===== src/hw/rtl/gcrtfd_pkg.sv =====
`timescale 1ns / 1ps

package gcrtfd_pkg;

  localparam int unsigned WORD_W   = 20;
  localparam int unsigned SYM_W    = 5;
  localparam int unsigned NIB_W    = 4;
  localparam int unsigned PERIOD_W = 16;
  localparam int unsigned MANT_W   = 9;
  localparam int unsigned EXPO_W   = 3;

  localparam logic [11:0] PERIOD_STOP = 12'hFFF;

  typedef struct packed {
    logic       legal;
    logic [3:0] nib;
  } gcr_sym_t;

  typedef struct packed {
    logic                frame_valid;
    logic [PERIOD_W-1:0] period_micros;
  } gcr_result_t;

  // GCR 5b -> 4b code table; anything else is an illegal symbol.
  function automatic gcr_sym_t gcr_lookup(input logic [SYM_W-1:0] sym);
    gcr_sym_t r;
    r.legal = 1'b1;
    unique case (sym)
      5'h19:   r.nib = 4'h0;
      5'h1B:   r.nib = 4'h1;
      5'h12:   r.nib = 4'h2;
      5'h13:   r.nib = 4'h3;
      5'h1D:   r.nib = 4'h4;
      5'h15:   r.nib = 4'h5;
      5'h16:   r.nib = 4'h6;
      5'h17:   r.nib = 4'h7;
      5'h1A:   r.nib = 4'h8;
      5'h09:   r.nib = 4'h9;
      5'h0A:   r.nib = 4'hA;
      5'h0B:   r.nib = 4'hB;
      5'h1E:   r.nib = 4'hC;
      5'h0D:   r.nib = 4'hD;
      5'h0E:   r.nib = 4'hE;
      5'h0F:   r.nib = 4'hF;
      default: begin
        r.legal = 1'b0;
        r.nib   = 4'h0;
      end
    endcase
    return r;
  endfunction

endpackage


===== src/hw/rtl/gcr_telemetry_frame_decoder.sv =====
`timescale 1ns / 1ps
// Telemetry word decoder for bidirectional GCR-coded replies.
// Input channel (s_axis_*): one beat carries one received 20-bit word, first
// GCR symbol in bits 19..15. Output channel (m_axis_*): one beat per input
// beat, in order; tdata holds the period in microseconds, tuser flags a good
// frame (all symbols legal and checksum matching). Bad frames and the stop
// code both report period 0; only the flag tells them apart.
// Pipeline: one input register, the symbol lookup and period shift, then the
// output register.
// Throughput: one word per cycle unless stalled; the input and the output
// register each advance whenever the stage after them is empty or draining,
// so a new beat is taken while a finished result still waits at the output.
// Stall: while m_axis_tready is low the output beat holds; the input register
// fills behind it and then s_axis_tready drops until the output drains.
// Reset (rst, synchronous): both stages are emptied; no output beat is shown
// until new input arrives. The data registers are not cleared.

module gcr_telemetry_frame_decoder (
  input  logic        clk,
  input  logic        rst,
  input  logic        s_axis_tvalid,
  output logic        s_axis_tready,
  input  logic [23:0] s_axis_tdata,   // [19:0] raw_symbols, [23:20] zero
  output logic        m_axis_tvalid,
  input  logic        m_axis_tready,
  output logic [15:0] m_axis_tdata,   // [15:0] period in microseconds
  output logic        m_axis_tuser    // [0] frame_valid
);
  import gcrtfd_pkg::*;

  logic              in_valid;
  logic [WORD_W-1:0] in_word;
  logic              out_valid;
  gcr_result_t       out_result;
  gcr_result_t       dec_result;
  logic              in_advance;
  logic              s_accept;

  assign in_advance    = !out_valid || m_axis_tready;
  assign s_axis_tready = !in_valid || in_advance;
  assign s_accept      = s_axis_tvalid && s_axis_tready;

  gcrtfd_decode u_decode (
    .word   (in_word),
    .result (dec_result)
  );

  always_ff @(posedge clk) begin
    if (rst) begin
      in_valid  <= 1'b0;
      out_valid <= 1'b0;
    end else begin
      if (s_axis_tready) begin
        in_valid <= s_axis_tvalid;
      end
      if (in_advance) begin
        out_valid <= in_valid;
      end
    end
  end

  always_ff @(posedge clk) begin
    if (s_accept) begin
      in_word <= s_axis_tdata[WORD_W-1:0];
    end
    if (in_advance && in_valid) begin
      out_result <= dec_result;
    end
  end

  assign m_axis_tvalid = out_valid;
  assign m_axis_tdata  = out_result.period_micros;
  assign m_axis_tuser  = out_result.frame_valid;

endmodule


===== src/hw/rtl/gcrtfd_decode.sv =====
`timescale 1ns / 1ps

module gcrtfd_decode (
  input  logic [gcrtfd_pkg::WORD_W-1:0] word,
  output gcrtfd_pkg::gcr_result_t       result
);
  import gcrtfd_pkg::*;

  gcr_sym_t                 sym0, sym1, sym2, sym3;
  logic [NIB_W-1:0]         raw0, raw1, raw2, raw3;
  logic [11:0]              period12;
  logic [NIB_W-1:0]         calc_sum;
  logic                     legal;
  logic [EXPO_W-1:0]        expo;
  logic [MANT_W-1:0]        mant;
  logic [PERIOD_W-1:0]      shifted;

  assign sym0 = gcr_lookup(word[19:15]);
  assign sym1 = gcr_lookup(word[14:10]);
  assign sym2 = gcr_lookup(word[9:5]);
  assign sym3 = gcr_lookup(word[4:0]);

  // undo the whitening: each raw nibble folds in the one before it
  assign raw0 = sym0.nib;
  assign raw1 = sym1.nib ^ raw0;
  assign raw2 = sym2.nib ^ raw1;
  assign raw3 = sym3.nib ^ raw2;

  assign period12 = {raw0, raw1, raw2};
  assign calc_sum = ~(raw0 ^ raw1 ^ raw2);
  assign legal    = sym0.legal & sym1.legal & sym2.legal & sym3.legal;

  assign expo    = period12[11:9];
  assign mant    = period12[8:0];
  assign shifted = {{(PERIOD_W-MANT_W){1'b0}}, mant} << expo;

  always_comb begin
    result.frame_valid   = legal && (calc_sum == raw3);
    result.period_micros = '0;
    if (result.frame_valid && (period12 != PERIOD_STOP)) begin
      result.period_micros = shifted;
    end
  end

endmodule


===== config.mk =====
export PLATFORM = sky130hd
export DESIGN_NAME = gcr_telemetry_frame_decoder
export DESIGN_NICKNAME = d
export VERILOG_FILES = /design/src/hw/rtl/gcrtfd_pkg.sv /design/src/hw/rtl/gcr_telemetry_frame_decoder.sv /design/src/hw/rtl/gcrtfd_decode.sv
export SDC_FILE = /design/constraint.sdc
export NUM_CORES = 1
export LEC_CHECK = 0
export BUFFER_PORTS_ARGS = -buffer_cell sky130_fd_sc_hd__buf_2
export CORE_ASPECT_RATIO = 0.5
export CORE_MARGIN = 5
export CORE_UTILIZATION = 30
export CTS_CLUSTER_DIAMETER = 120
export DETAILED_ROUTE_END_ITERATION = 8
export PLACE_DENSITY = 0.46
export SETUP_SLACK_MARGIN = 0.02
export SLEW_MARGIN = 20
export SYNTH_ARGS = -nofsm -noshare
export SYNTH_HDL_FRONTEND = slang
export SYNTH_SLANG_ARGS = --single-unit

===== constraint.sdc =====
create_clock -name clk -period 3.1 [get_ports clk]
set_input_delay 0.31 -clock clk [delete_from_list [all_inputs] [get_ports clk]]
set_output_delay 0.31 -clock clk [all_outputs]
set_load 0.05 [all_outputs]

==> results of run 1 <==
## worst max-delay path: stages (launching register included)
cell and delay [ns]:
edfxtp_1 0.54, and2_1 0.24, o31ai_4 0.31, xor3_1 0.50, mux4_1 0.52, nor2_1 0.14, a2111oi_2 0.07
## how the worst max path moves through the flow
stage / start / to / slack (ns)
after floorplan: in_word[12] / m_axis_tdata[7] / 0.72
after global placement: in_word[13] / m_axis_tdata[7] / 0.56
after detailed placement: in_word[13] / m_axis_tdata[7] / 0.51
after CTS: in_word[13] / m_axis_tdata[7] / 0.49
after global routing: in_word[13] / m_axis_tdata[2] / 0.33
final: in_word[13] / m_axis_tdata[7] / 0.52
## layout make-up
type	count	share of cell area
clock buffer	6	0.0441
multi-input combinational	168	0.416
inverter	4	0.00514
tap	112	0.0480
sequential	39	0.394
clock inverter	2	0.00257
timing repair buffer	49	0.0900
## cells in the final DEF, fill, tap and decap left out, types with 4 or more instances in the layout
cell,synthesis,final
a21oi_1,6,6
a22oi_1,4,4
and2_1,6,6
buf_2,5,42
buf_4,1,7
clkbuf_16,0,5
edfxtp_1,37,37
inv_1,4,4
nand2_1,20,20
nand3_1,5,5
nor2_1,21,21
nor2b_1,8,8
nor3_1,13,13
o21ai_0,9,9
xnor2_1,9,9
xor2_1,5,5
## flip-flops by register name, summed over array words and instances (netlist names)
register       cells
in_valid           1
m_axis_tvalid      1
m_axis_tuser       1
in_word           20
m_axis_tdata      16
## report_power, final
group	switching, W	internal [W]	leakage [nW]
registers	0.0000285	0.000608	0.361
logic	0.000178	0.000123	0.625
clock network	0.000195	0.000293	0.0659
## cells by family after synthesis
family / after synthesis / share of synthesized area
AND/OR/NAND/NOR: 96 / 0.211
multiplexers: 8 / 0.0552
XOR/XNOR: 17 / 0.0787
flip-flops: 39 / 0.470
buffers and inverters: 19 / 0.0332
AO/OA/AOI/OAI: 47 / 0.151
## routing by layer
metal	wire length [µm]	share of wire	vias to the layer above	global-route usage
met5	0	0	-	0
met4	74	0.014	0	0.0394
met3	406	0.076	7	0.0431
met2	2120	0.40	39	0.150
met1	2760	0.51	830	0.161
li1	-	-	945	-
## through the flow
stage / power, W / cell area [µm²] / std cells / hold slack (ns) / setup slack [ns]
detailed placement: 0.000951 / 2780 / 372 / 0.488 / 0.511
CTS: 0.00144 / 2920 / 380 / 0.184 / 0.488
finish: 0.00143 / 2920 / 380 / 0.193 / 0.516
floorplan: 0.000877 / 2450 / 226 / 0.382 / 0.719
global placement: 0.000948 / 2780 / 372 / 0.485 / 0.557
global route: 0.00150 / 2920 / 380 / 0.189 / 0.326
==> impl_metrics.tcl, run 1 <==
set metrics [dict create \
    hold_buffers 0 \
    tightest_slew_ns 0.886 \
    insertion_delay_ns 0.29 \
    wirelength_um 5370 \
    cts_sinks 39 \
    hold_viol 0 \
    ys_seq_area_frac 0.470 \
    antenna_found_initial 0 \
    nFillCells 796 \
    maxCapViolCount 0 \
    core_area_mm2 0.00797 \
    cts_tree "done" \
    outcome "finished, final reports clean" \
    peakVddDrop_v 0.000180 \
    io_buffers 42 \
    syn_area_mm2 0.00245 \
    crit_path_max_fanout 11 \
    place_congestion 0.807 \
    finalSetupTns_ns 0 \
    endpoint_kind "flip-flop" \
    ys_async_sr_fraction 0 \
    die_area_mm2 0.0102 \
    yosys.area.top_type "edfxtp_1" \
    crit_type "reg -> reg" \
    grt_max_degree 21 \
    viasPerCell 4.79 \
    wire_per_inst_um 14.1 \
    start_util 0.307 \
    ctsHtreeMaxLevel 2 \
    fin_util 0.366 \
    slew_headroom 0.410 \
    ant_nets 0 \
    grt_use_total 0.111 \
    hold_path_startpoint "rst" \
    syn_nets 254 \
    timing.rr.start "in_word[13]" \
    syn_to_final_growth_pct 19.3 \
    synth-edff-count 37 \
    cts_made_buffers 5 \
    drv_slew 0 \
    p_per_area_mw_per_mm2 488 \
    crit_arrival_ns 2.61 \
    hpwlAfterDp_um 4120 \
    die_h_um 73.9 \
    rr_worst_depth 6 \
    dieWidth_um 138 \
    drc 0 \
    drtPass1Iterations 4 \
    clock-root-buffer "clkbuf_16" \
    yosysMostFrequentCell "edfxtp_1" \
    num_rows 23 \
    synth-seq-cells 39 \
    avgSynthCellArea_um2 10.8 \
    rsz0062_at_grt "no" \
    max_freq_ghz 0.387 \
    setup_viol 0 \
    start_kind "flip-flop" \
    synth_area_leaders "edfxtp_1 (45%), nor2_1 (3.2%), xnor2_1 (3.2%), nand2_1 (3.1%), mux4_2 (2.8%)" \
    grt_overflow 0 \
    synth_ff_type "edfxtp_1" \
    nets 295 \
    vias 1821 \
    cts_resized 0 \
    synth_cell_types 61 \
    clock_path_buffers 2 \
    timing.final.crit_share 0.834 \
    p_leak_nw 1.05 \
    grt_pass1_vias 1695 \
    min_to "in_valid" \
    critical_path_required_ns 3.12 \
    diodes 0 \
    synth.top_cell.area_share 0.454 \
    netlist_top_cells_count "edfxtp_1 (37), nor2_1 (21), nand2_1 (20)" \
    clk_pin_slew_ns 0.06 \
    syn_inst 226 \
    fin_skew_ns 0.00741 \
    ys.warnings.count 0 \
    io_pins 47 \
    regToRegSetupSlack_ns 0.52 \
    hold_class "in -> reg" \
    drive_gt1_frac 0.265 \
    min_path_cells 2 \
    period_needed_ns 2.58 \
    worstReg2RegEnd "m_axis_tdata[7]" \
    grt_first_pass_wirelength_um 8630 \
    ff_latch_area_mm2 0.00115 \
    post_cts_buffers 0 \
    multi_input_area_mm2 0.00121 \
    drt_iter0_drc 137 \
]
(Power assumes the default switching activity.)
==> run 2: changes to the inputs <==
- PLACE_DENSITY: 0.46 -> 0.47
- clock period: 3.1 -> 2.2 ns (I/O delays scaled with it)
==> impl_metrics.tcl, run 2 (synthesized netlist as in run 1, its figures left out) <==
set metrics [dict create \
    outcome "finished, violations left" \
    violations "setup timing" \
    peakVddDrop_v 0.000273 \
    nFillCells 765 \
    place_congestion 0.806 \
    grt_first_pass_wirelength_um 9470 \
    p_per_area_mw_per_mm2 609 \
    diodes 0 \
    setup_viol 15 \
    vias 2039 \
    crit_path_max_fanout 15 \
    finalSetupTns_ns -1.16 \
    viasPerCell 4.67 \
    clk_pin_slew_ns 0.06 \
    grt_max_degree 21 \
    start_kind "flip-flop" \
    endpoint_kind "flip-flop" \
    syn_to_final_growth_pct 44.1 \
    ctsHtreeMaxLevel 2 \
    largest_register_ffs 20 \
    timing.final.crit_share 1.04 \
    maxCapViolCount 0 \
    num_rows 23 \
    finalWorstSetupSlack_ns -0.0982 \
    dieWidth_um 138 \
    clock_path_buffers 2 \
    wire_per_inst_um 13.9 \
    min_path_cells 2 \
    antenna_found_initial 0 \
    hold_class "in -> reg" \
    io_buffers 42 \
    start_util 0.307 \
    max_freq_ghz 0.435 \
    regMostFlops "in_word" \
    clock-root-buffer "clkbuf_16" \
    hpwlAfterDp_um 4530 \
    crit_arrival_ns 2.32 \
    drv_slew 0 \
    drive_gt1_frac 0.489 \
    hold_viol 0 \
    final_common_cell "buf_4" \
    grt_use_total 0.122 \
    grt_pass1_vias 1939 \
    drc 0 \
    post_dp_cell_area_mm2 0.00313 \
    fin_area_mm2 0.00353 \
    cts_tree "done" \
    ff_latch_area_mm2 0.00115 \
    core_area_mm2 0.00797 \
    die_area_mm2 0.0102 \
    rsz0062_at_grt "yes" \
    hold_path_startpoint "rst" \
    rr_worst_depth 7 \
    final_cell_mix "buf_4 (57), buf_2 (42), edfxtp_1 (37)" \
    multi_input_area_mm2 0.00136 \
    die_h_um 73.9 \
    nets 352 \
    crit_type "reg -> reg" \
    cp-startpoint "in_word[9]" \
    wirelength_um 6080 \
    timing.rr.start "in_word[9]" \
    ant_nets 0 \
    period_needed_ns 2.30 \
    slew_headroom 0.417 \
    p_leak_nw 1.36 \
    insertion_delay_ns 0.28 \
    cts_made_buffers 5 \
    fin_skew_ns 0.00511 \
    tightest_slew_ns 0.874 \
    critical_path_required_ns 2.22 \
    drt_iter0_drc 111 \
    io_pins 47 \
    cts_sinks 39 \
    grt_overflow 0 \
    hold_buffers 0 \
    drtPass1Iterations 4 \
]
## run 2: cell count changes in the layout (fill, tap and decap cells not counted), moves of 3 or more
cell / before / now
nand2_2: 1 / 4
buf_6: 0 / 6
nor3_1: 13 / 8
nand2_1: 20 / 17
buf_4: 7 / 57
nor3_2: 1 / 6
## run 2: through the flow
stage                      util  hold slack (ns)  cells  worst slack, ns  power (W)
after global routing      0.442           0.0990    437           -0.198    0.00227
after CTS                 0.426            0.101    435           -0.119    0.00214
after global placement    0.393            0.392    414           -0.127    0.00141
after floorplan               -            0.292    226           -0.122    0.00124
final                     0.442            0.109    437          -0.0982    0.00215
after detailed placement  0.393            0.398    414           -0.184    0.00142
## run 2: repair_timing
action,CTS,global route
buffers inserted,13,2
hold endpoints to repair,0,0
pin swaps,5,5
setup endpoints to repair,16,17
resized for setup,11,29
gates cloned,0,0
## run 2: critical path, cell delays in order, from the launching register on
cell       delay [ns]
edfxtp_1         0.43
and4_4           0.26
nor3_2           0.08
or3_1            0.37
or4_4            0.43
nor3_4           0.22
buf_12           0.17
a2111oi_1        0.06
## run 2: cell type report
cell class              instances  share of cell area
multi-input cells             168               0.385
flip-flops and latches         39               0.326
repair buffers                106               0.206
well taps                     112              0.0397
clock buffers                   7              0.0376
inverters                       4             0.00426
clock inverters                 1             0.00142
## run 2: layer usage
metal / GRT usage / routed length, µm
met4: 0.0361 / 65
met3: 0.0383 / 337
met5: 0 / 0
met2: 0.184 / 2640
met1: 0.168 / 3040
## run 2: power by group
part           internal [W]  switching, W  total (W)  leakage, nW
logic              0.000269      0.000317   0.000586        0.935
registers          0.000856     0.0000246   0.000881        0.361
clock network      0.000418      0.000263   0.000681       0.0679
## run 2: path summary, 6_finish.rpt
path	to	slack, ns
worst max register to register	m_axis_tdata[11]	-0.1
worst max-delay path	m_axis_tdata[11]	-0.1
worst min-delay path	m_axis_tvalid	0.11
worst min register to register	m_axis_tvalid	0.52
